## config.mk

```make
export PLATFORM = sky130hd
export DESIGN_NAME = fem_ctrl
export DESIGN_NICKNAME = d
export VERILOG_FILES = /design/src/rtl/core/fem_pkg.sv /design/src/rtl/core/fem_ctrl.sv
export SDC_FILE = /design/constraint.sdc
export NUM_CORES = 2
export LEC_CHECK = 0
export BUFFER_PORTS_ARGS = -buffer_cell sky130_fd_sc_hd__buf_2
export CAP_MARGIN = 20
export CORE_ASPECT_RATIO = 0.6
export CORE_MARGIN = 3
export CORE_UTILIZATION = 55
export CTS_BUF_LIST = sky130_fd_sc_hd__clkbuf_16
export CTS_CLUSTER_DIAMETER = 200
export CTS_CLUSTER_SIZE = 14
export DETAILED_ROUTE_END_ITERATION = 6
export PLACE_DENSITY = 0.72
export RECOVER_POWER = 100
export SLEW_MARGIN = 30
export SYNTH_ARGS = -nofsm -noshare
export SYNTH_HDL_FRONTEND = slang
export SYNTH_SLANG_ARGS = --single-unit
```

## constraint.sdc

```tcl
create_clock -name clk -period 21.3 [get_ports clk]
set_input_delay 2.13 -clock clk [delete_from_list [all_inputs] [get_ports clk]]
set_output_delay 2.13 -clock clk [all_outputs]
set_load 0.05 [all_outputs]
```

## src/rtl/core/fem_pkg.sv

```systemverilog
// shared types and constants for the free extent map
package fem_pkg;
	localparam int MAX_EXTENTS = 256;
	localparam int IDX_W = $clog2(MAX_EXTENTS);
	localparam int CNT_W = IDX_W + 1;

	localparam logic [2:0] K_FREE   = 3'd0;
	localparam logic [2:0] K_ALLOC  = 3'd1;
	localparam logic [2:0] K_WITHIN = 3'd2;
	localparam logic [2:0] K_FIND   = 3'd3;
	localparam logic [2:0] K_CLEAR  = 3'd4;

	localparam logic [1:0] ST_OK   = 2'd0;
	localparam logic [1:0] ST_FAIL = 2'd1;
	localparam logic [1:0] ST_FULL = 2'd2;

	typedef struct packed {
		logic [2:0]  kind;
		logic [31:0] block_offset;
		logic [31:0] block_count;
	} req_t;

	typedef struct packed {
		logic [1:0]  status;
		logic [31:0] extent_start;
		logic [31:0] extent_length;
	} rsp_t;

	typedef struct packed {
		logic [31:0] s;
		logic [31:0] l;
	} ext_t;

	typedef struct packed {
		logic             we;
		logic [IDX_W-1:0] waddr;
		ext_t             wdata;
		logic [IDX_W-1:0] raddr;
	} mem_ctl_t;
endpackage

```

## src/rtl/core/fem_ctrl.sv

```systemverilog
// sequencer: scan, shift and update of the sorted extent table
module fem_ctrl import fem_pkg::*; (
	input  logic     clk,
	input  logic     arst_n,
	input  logic     req_valid,
	output logic     req_ready,
	input  req_t     req,
	output logic     rsp_valid,
	input  logic     rsp_ready,
	output rsp_t     rsp,
	output mem_ctl_t ctl,
	input  ext_t     rdata
);
	localparam logic [3:0] S_IDLE  = 4'd0;
	localparam logic [3:0] S_SCAN  = 4'd1;
	localparam logic [3:0] S_WAIT  = 4'd2;
	localparam logic [3:0] S_DEC   = 4'd3;
	localparam logic [3:0] S_INS   = 4'd4;
	localparam logic [3:0] S_INSW  = 4'd5;
	localparam logic [3:0] S_DEL   = 4'd6;
	localparam logic [3:0] S_DELW  = 4'd7;
	localparam logic [3:0] S_RESP  = 4'd8;
	localparam logic [3:0] S_FIND  = 4'd9;
	localparam logic [3:0] S_FINDW = 4'd10;

	logic [3:0]       state_q;
	logic [CNT_W-1:0] cnt_q;
	logic [CNT_W-1:0] idx_q;      // scan pointer
	logic [CNT_W-1:0] ptr_q;      // shift pointer
	logic [CNT_W-1:0] stop_q;
	req_t             req_q;
	ext_t             prev_q;
	ext_t             cur_q;
	logic             have_prev_q;
	logic             have_cur_q;
	logic [CNT_W-1:0] i_q;        // first index with start >= key
	ext_t             ins_q;      // entry written at shift end
	logic [CNT_W-1:0] ins_at_q;
	logic             rsp_valid_q;
	rsp_t             rsp_q;

	logic [32:0] key;
	logic [32:0] rend;
	logic [32:0] pend;
	logic [32:0] cend;
	assign key  = (req_q.kind == K_WITHIN) ? {1'b0, req_q.block_offset} + 33'd1
	                                       : {1'b0, req_q.block_offset};
	assign rend = {1'b0, req_q.block_offset} + {1'b0, req_q.block_count};
	assign pend = {1'b0, prev_q.s} + {1'b0, prev_q.l};
	assign cend = {1'b0, cur_q.s} + {1'b0, cur_q.l};

	assign req_ready = (state_q == S_IDLE) && !rsp_valid_q;
	assign rsp_valid = rsp_valid_q;
	assign rsp = rsp_q;

	always_comb begin
		ctl = '0;
		ctl.raddr = idx_q[IDX_W-1:0];
		unique case (state_q)
			S_INS: begin
				ctl.raddr = ptr_q[IDX_W-1:0] - 1'b1;
			end
			S_INSW: begin
				ctl.we = 1'b1;
				ctl.waddr = ptr_q[IDX_W-1:0];
				ctl.wdata = rdata;
				ctl.raddr = ptr_q[IDX_W-1:0] - 2'd2;
			end
			S_DEL: begin
				ctl.raddr = ptr_q[IDX_W-1:0] + 1'b1;
			end
			S_DELW: begin
				ctl.we = 1'b1;
				ctl.waddr = ptr_q[IDX_W-1:0];
				ctl.wdata = rdata;
				ctl.raddr = ptr_q[IDX_W-1:0] + 2'd2;
			end
			S_RESP: begin
				ctl.we = (ins_at_q != '1);
				ctl.waddr = ins_at_q[IDX_W-1:0];
				ctl.wdata = ins_q;
			end
			default: begin
			end
		endcase
	end

	task automatic finish(input logic [1:0] st, input ext_t e);
		rsp_q <= '{status: st, extent_start: e.s, extent_length: e.l};
		rsp_valid_q <= 1'b1;
		state_q <= S_IDLE;
	endtask

	always_ff @(posedge clk or negedge arst_n) begin
		if (!arst_n) begin
			state_q <= S_IDLE;
			cnt_q <= '0;
			rsp_valid_q <= 1'b0;
			idx_q <= '0;
		end else begin
			if (rsp_valid_q && rsp_ready) begin
				rsp_valid_q <= 1'b0;
			end
			unique case (state_q)
				S_IDLE: begin
					if (req_valid && req_ready) begin
						req_q <= req;
						idx_q <= '0;
						have_prev_q <= 1'b0;
						ins_at_q <= '1;
						if (req.kind == K_CLEAR) begin
							cnt_q <= '0;
							finish(ST_OK, '0);
						end else if (req.kind > K_CLEAR ||
						             (req.kind != K_FIND && req.block_count == '0)) begin
							finish(ST_FAIL, '0);
						end else if (req.kind == K_FIND) begin
							state_q <= S_FIND;
						end else begin
							state_q <= S_SCAN;
						end
					end
				end
				S_FIND, S_SCAN: begin
					if (idx_q == cnt_q) begin
						have_cur_q <= 1'b0;
						if (state_q == S_FIND) begin
							finish(ST_FAIL, '0);
						end else begin
							i_q <= idx_q;
							state_q <= S_DEC;
						end
					end else begin
						state_q <= (state_q == S_FIND) ? S_FINDW : S_WAIT;
					end
				end
				S_FINDW: begin
					if ({1'b0, rdata.s} >= key && rdata.l >= req_q.block_count) begin
						finish(ST_OK, rdata);
					end else begin
						idx_q <= idx_q + 1'b1;
						state_q <= S_FIND;
					end
				end
				S_WAIT: begin
					if ({1'b0, rdata.s} >= key) begin
						cur_q <= rdata;
						have_cur_q <= 1'b1;
						i_q <= idx_q;
						state_q <= S_DEC;
					end else begin
						prev_q <= rdata;
						have_prev_q <= 1'b1;
						idx_q <= idx_q + 1'b1;
						state_q <= S_SCAN;
					end
				end
				S_DEC: begin
					unique case (req_q.kind)
						K_FREE: begin
							if (rend > 33'hFFFF_FFFF ||
							    (have_cur_q && {1'b0, cur_q.s} < rend) ||
							    (have_prev_q && pend > {1'b0, req_q.block_offset})) begin
								finish(ST_FAIL, '0);
							end else if (have_prev_q && pend == {1'b0, req_q.block_offset}
							             && have_cur_q && {1'b0, cur_q.s} == rend) begin
								ins_q <= '{s: prev_q.s, l: 32'(cend - {1'b0, prev_q.s})};
								ins_at_q <= i_q - 1'b1;
								ptr_q <= i_q;
								stop_q <= cnt_q - 1'b1;
								cnt_q <= cnt_q - 1'b1;
								state_q <= S_DEL;
							end else if (have_prev_q && pend == {1'b0, req_q.block_offset}) begin
								ins_q <= '{s: prev_q.s, l: prev_q.l + req_q.block_count};
								ins_at_q <= i_q - 1'b1;
								state_q <= S_RESP;
							end else if (have_cur_q && {1'b0, cur_q.s} == rend) begin
								ins_q <= '{s: req_q.block_offset,
								           l: cur_q.l + req_q.block_count};
								ins_at_q <= i_q;
								state_q <= S_RESP;
							end else if (cnt_q == CNT_W'(MAX_EXTENTS)) begin
								finish(ST_FULL, '0);
							end else begin
								ins_q <= '{s: req_q.block_offset, l: req_q.block_count};
								ins_at_q <= i_q;
								ptr_q <= cnt_q;
								stop_q <= i_q;
								cnt_q <= cnt_q + 1'b1;
								state_q <= S_INS;
							end
						end
						K_ALLOC: begin
							if (!have_cur_q || cur_q.s != req_q.block_offset ||
							    cur_q.l < req_q.block_count) begin
								finish(ST_FAIL, '0);
							end else if (cur_q.l == req_q.block_count) begin
								ptr_q <= i_q;
								stop_q <= cnt_q - 1'b1;
								cnt_q <= cnt_q - 1'b1;
								state_q <= S_DEL;
							end else begin
								ins_q <= '{s: cur_q.s + req_q.block_count,
								           l: cur_q.l - req_q.block_count};
								ins_at_q <= i_q;
								state_q <= S_RESP;
							end
						end
						default: begin
							// allocate within the entry before i
							if (!have_prev_q || rend > pend) begin
								finish(ST_FAIL, '0);
							end else if (req_q.block_offset == prev_q.s) begin
								if (prev_q.l == req_q.block_count) begin
									ptr_q <= i_q - 1'b1;
									stop_q <= cnt_q - 1'b1;
									cnt_q <= cnt_q - 1'b1;
									state_q <= S_DEL;
								end else begin
									ins_q <= '{s: prev_q.s + req_q.block_count,
									           l: prev_q.l - req_q.block_count};
									ins_at_q <= i_q - 1'b1;
									state_q <= S_RESP;
								end
							end else if (pend != rend) begin
								if (cnt_q == CNT_W'(MAX_EXTENTS)) begin
									finish(ST_FULL, '0);
								end else begin
									// shrink head now, tail goes in at i
									prev_q.l <= req_q.block_offset - prev_q.s;
									ins_q <= '{s: rend[31:0], l: 32'(pend - rend)};
									ins_at_q <= i_q;
									ptr_q <= cnt_q;
									stop_q <= i_q;
									cnt_q <= cnt_q + 1'b1;
									state_q <= S_INS;
								end
							end else begin
								ins_q <= '{s: prev_q.s, l: req_q.block_offset - prev_q.s};
								ins_at_q <= i_q - 1'b1;
								state_q <= S_RESP;
							end
						end
					endcase
				end
				S_INS: begin
					state_q <= (ptr_q == stop_q) ? S_RESP : S_INSW;
				end
				S_INSW: begin
					ptr_q <= ptr_q - 1'b1;
					state_q <= (ptr_q - 1'b1 == stop_q) ? S_RESP : S_INSW;
				end
				S_DEL: begin
					state_q <= (ptr_q == stop_q) ? S_RESP : S_DELW;
				end
				S_DELW: begin
					ptr_q <= ptr_q + 1'b1;
					state_q <= (ptr_q + 1'b1 == stop_q) ? S_RESP : S_DELW;
				end
				S_RESP: begin
					if (req_q.kind == K_FREE) begin
						finish(ST_OK, ins_q);
					end else if (req_q.kind == K_WITHIN && req_q.block_offset != prev_q.s
					             && pend != rend && ins_at_q == i_q) begin
						// split: write shrunken head too
						ins_q <= prev_q;
						ins_at_q <= i_q - 1'b1;
						req_q.kind <= K_ALLOC;
					end else begin
						finish(ST_OK, '0);
					end
				end
				default: begin
					state_q <= S_IDLE;
				end
			endcase
		end
	end

`ifndef SYNTHESIS
	a_cnt_max: assert property (@(posedge clk) disable iff (!arst_n)
		cnt_q <= CNT_W'(MAX_EXTENTS)) else $error("count overflow");
	a_busy_nrdy: assert property (@(posedge clk) disable iff (!arst_n)
		state_q != S_IDLE |-> !req_ready) else $error("ready while busy");
	a_rsp_hold: assert property (@(posedge clk) disable iff (!arst_n)
		rsp_valid_q && !rsp_ready |=> rsp_valid_q && $stable(rsp_q))
		else $error("result dropped");
`endif
endmodule

```

---- Word-level counts from Yosys, hierarchy flattened ----
Index checks and enable logic that the tools add are counted.
cells by class
  add/sub/neg operators ................... 23
  $lt $le $gt $ge ......................... 8
  bitwise operators ....................... 1
  muxes and demuxes ....................... 164
  reductions and logical operators ........ 56
  equality and inequality tests ........... 73
operators by type and width
  cell                                                             number
  66-bit 2-to-1 mux                                                17
  64-bit 2-to-1 mux                                                14
  9-bit 2-to-1 mux                                                 52
  66-bit case mux with 5 select lines                              1
  64-bit case mux with 2 select lines                              2
  32-bit 2-to-1 mux                                                6
  32-bit adder                                                     5
  32-bit subtractor                                                5
  73-bit case mux with 2 select lines                              1
  66-bit case mux with 2 select lines                              1
  9-bit case mux with 2 select lines                               6
  32-bit == test                                                   3
  4-bit 2-to-1 mux                                                 23
  9-bit case mux with 3 select lines                               3
  67-bit 2-to-1 mux                                                1
  32-bit by 32-bit adder with 33-bit output                        2
  32-bit inequality test                                           2
  32-bit case mux with 2 select lines                              1
  9-bit == test                                                    5
  4-bit case mux with 10 select lines                              1
  2-bit inequality test, second input constant                     17
  32-bit by 1-bit adder with 33-bit output, second input constant  1
  32-bit by 33-bit == test with 1-bit output                       1
  33-bit by 32-bit == test with 1-bit output                       1
  63 further kinds                                                 154
word-level totals
  word-level logic and storage cells ...... 347
  input port bits ......................... 135
  register bits after elaboration ......... 386

---- Logic depth before layout (Yosys ltp) ----
  depth after elaboration ................. 9
  mapped depth ............................ 29

---- Worst setup path after synthesis ----
No wires, ideal clock.
  kind .................................... reg-to-reg
  from .................................... register prev_q[32] in the netlist's numbering
  to ...................................... register, netlist name rsp[0]
  buffers on the path ..................... 0
  cell stages (with the launch flop) ...... 24
  library setup time ...................... 589 ps
  arrival ................................. 9497 ps
  period minus slack after synthesis ...... 10085 ps
  path slack .............................. 11215 ps
  path through ............................ edfxtp_1 -> ha_1 -> fa_1 -> a211oi_1 -> o211ai_1 -> a211oi_2 -> o21ai_1 -> a21oi_1 -> o21bai_1 -> a21o_1 -> a21o_1 -> a21oi_1 -> o21bai_1 -> xor2_1 -> ha_1 -> and3_1 -> and3_1 -> nand4_1 -> o21ai_0 -> a31oi_1 -> o311ai_1 -> nand4_1 -> o221ai_1 -> a211oi_1
between the ends
  word-level cells in the longest chain between the ends .. 7
  elaborated cells on any way between the ends .. 23
ends and longest elaborated chain
  what                                                                                               RTL line         text
  start, declared                                                                                    fem_ctrl.sv:32   ext_t prev_q;
  start signal, assigned                                                                             fem_ctrl.sv:152  prev_q <= rdata;
  parallel branches: the longest is 6 deep, another holds 32-bit by 32-bit adder with 33-bit output  --
  14-bit AND reduction (no line) (*)                                                                 --
Mark *: on every way between the ends.
A chain may end at the register's enable or synchronous reset.

==> results_dict.tcl <==
set metrics [dict create \
    synth_edf_count 363 \
    nFillCells 7380 \
    cp-start-kind "flop" \
    async_flop_share_pct 5.959 \
    wl_per_cell_um 32.63 \
    vias 48530 \
    vias_per_cell 7.194 \
    antenna_found_initial 3 \
    status "finished with violations" \
    ant_nets 0 \
    cts_resized 0 \
    grt_max_degree 85 \
    drv_cap 23 \
    synth_seq_area_share_pct 25.52 \
    period_needed_ns 12.59 \
    worst_slew_pin_slew_ns 4.571 \
    design.die.area_sq_mm 0.08535 \
    dr.pass1.iters 7 \
    path_class "reg2out" \
    grt_pass1_wl_um 302100 \
    initial_core_util_pct 56.02 \
    syn_area_per_cell_sq_um 8.223 \
    hold_viol_final 0 \
    place_hpwl_um 173500 \
    cts_tree "done" \
    rsz0062_at_grt "false" \
    io_buffers 283 \
    grt_pass1_vias 42450 \
    drc 320 \
    powerDensity_mw_per_mm2 122.9 \
    violations "DRC, capacitance limit, slew limit" \
    htreeDepth 1 \
    max_freq_mhz 79.40 \
    postSynthCellCount 5469 \
    netlist_area_sq_mm 0.04497 \
    die_y_um 227.5 \
    min_path_type "reg2reg" \
    slowest_stage "clkbuf_1" \
    cp.required_ns 19.17 \
    fin_total_pwr_w 0.005932 \
    period_share_pct 59.13 \
    placeableCoreArea_sq_mm 0.08028 \
    crit_fanout 80 \
    gp_congestion 1.114 \
    drive_above_1_share_pct 4.709 \
    synth_cell_types 101 \
    nets 6344 \
    rows 80 \
    relSlewSlack_pct -204.7 \
    max_stage_delay_ns 3.19 \
    maxSlewViolCount 808 \
    clk_pin_slew_ns 0.08 \
    fin_worst_skew_ns 0.03436 \
    syn_to_final_growth_pct 7.364 \
    report.final.setup_viol 0 \
    ctsHoldBuffers 0 \
    synth_flop_cell "edfxtp_1" \
    fin_setup_tns_ns 0 \
    clock_latency_ns 0.68 \
    yosys_warnings 0 \
    cp_data_arrival_time_ns 10.46 \
    p_leak_nw 20.48 \
    io_pins 284 \
    cts-root-buf "clkbuf_16" \
    worst_hold_slack_ns 0.5532 \
    die_w_um 375.2 \
    synth_nets 6168 \
    path_cells "clkbuf_1 > clkinv_1 > nor2_4 > clkbuf_1 > nand2_1 > ha_1 > nor2b_1 > o21ai_0 > nand2b_1 > and2_1 > o21ai_0 > a32oi_1 > xnor2_1 > o21ai_0 > clkbuf_1" \
    peakVddDrop_v 0.00008135 \
    cts_buffers 31 \
    track_usage_pct 49.15 \
    ys_ff_latch 386 \
    drt_wl_total_um 220100 \
    grt.overflow.total 0 \
    clock_path_buffers 3 \
    cts.sinks 386 \
    post_cts_buffers 0 \
    cp-end-kind "output port" \
    drt-initial-drc-count 9279 \
]
[worst max-delay path: cells and delay by family (launching register included)]
family | cells | cell delay, ns
adders and majority gates | 1 | 0.64
DFF | 1 | 0.33
xor gates and xnor gates | 1 | 0.26
and+or+nand+nor | 5 | 1.76
buffers and inverters | 4 | 6.06
AOI/OAI and AO/OA | 4 | 0.69
[routing by layer]
metal	track usage, %	share of wire [%]	vias to the layer above
li1	-	-	20550
met1	70.60	41	22840
met2	54.68	32	4612
met3	35.94	24	503
met4	11.85	3.2	24
met5	8.571	0.57	-
[cell type report]
| type | instances | area, sq um | share of cell area [%] |
|---|---|---|---|
| repair buffers | 412 | 2018 | 4.180 |
| diodes | 10 | 25.02 | 0.05183 |
| well taps | 1066 | 1334 | 2.762 |
| clock buffers | 31 | 775.7 | 1.607 |
| clock inverters | 27 | 122.6 | 0.2540 |
| multi-input cells | 4361 | 30830 | 63.86 |
| flip-flops and latches | 386 | 11480 | 23.77 |
| inverters | 453 | 1700 | 3.522 |
[placed cells by master, fill, tap and decap left out, drive strengths merged, types with 48 or more instances in the layout]
cell type / n
nor2: 394
edfxtp: 363
a211oi: 90
o21a: 48
nand4: 81
o21ai: 345
a22o: 79
o211ai: 92
ha: 521
a21o: 167
and3: 50
o21bai: 49
xor2: 141
a31oi: 67
xnor2: 290
clkbuf: 302
nand2: 482
nor3: 116
a21oi: 506
nand3: 124
buf: 141
nand2b: 55
inv: 478
[power breakdown]
group | total, W | internal, W | switching, W
Sequential | 0.00122 | 0.00105 | 0.000172
Combinational | 0.00412 | 0.00128 | 0.00285
Clock | 0.000586 | 0.000264 | 0.000322
[synth_stat cells, types with 43 or more instances]
cell type  instances  area [sq um]
o211ai_1          92         690.7
a22o_1            79         691.9
o21a_1            48         360.4
a222oi_1          43         430.4
o21bai_1          48         360.4
and3_1            50         312.8
a21o_1           166          1246
inv_1            452          1697
fa_1              43         860.8
nand4_1           81         506.7
nor2_1           393          1475
nand2b_1          55         344.1
nor4_1            44         275.3
nor3_1           113         565.5
a21oi_1          505          2527
xor2_1           141          1235
a211oi_1          88         660.6
nand3_1          123         615.6
edfxtp_1         363         10900
xnor2_1          290          2540
a31oi_1           66         412.9
ha_1             521          6519
o21ai_0          341          1707
clkbuf_1         216         810.8
o31ai_1           46         345.3
nand2_1          482          1809
[through the flow]
step	setup WS [ns]	instances	utilization (%)	cell area [sq um]
finish	8.705	6746	60.15	48280
detailed placement	12.99	6678	59.53	47790
CTS	12.96	6736	60.65	48690
global route	8.809	6736	60.12	48260
floorplan	11.21	5469	-	44970
global placement	13.17	6678	59.47	47740
[worst paths after layout]
kind	endpoint	cells after the start	slack [ns]	from
worst min-delay path	rsp[45]$_DFFE_PP_	2	0.55	rsp[45]$_DFFE_PP_
worst min register to register	rsp[45]$_DFFE_PP_	2	0.55	rsp[45]$_DFFE_PP_
worst max register to register	rsp[10]$_DFFE_PP_	23	9.02	req_q[1]$_DFFE_PP_
worst max-delay path	ctl[7]	15	8.71	state_q[0]$_DFFE_PN0P_
max in group asynchronous	idx_q[7]$_DFFE_PN0P_	1	18.32	arst_n
min in group asynchronous	cnt_q[3]$_DFFE_PN0P_	1	1.91	arst_n
[cell families (layout without fill, tap and decap cells)]
logic type | after synthesis | after routing | share of synthesized area, %
other cells | 0 | 10 | 0
xor+xnor | 431 | 431 | 8.394
buf+inv | 722 | 923 | 6.296
compound gates | 1817 | 1817 | 26.78
mux | 24 | 24 | 0.5703
flops | 386 | 386 | 25.52
simple gates | 1524 | 1524 | 16.01
fa+ha+maj | 565 | 565 | 16.43
[flip-flops by register name (all words and copies together) (netlist names)]
signal	flops
req_q	67
ins_q	64
rsp_valid	1
prev_q	64
cnt_q	9
i_q	9
rsp	66
cur_q	64
ins_at_q	9
stop_q	9
have_prev_q	1
idx_q	9
ptr_q	9
have_cur_q	1
state_q	4
Power figures use the tool's default switching activity.
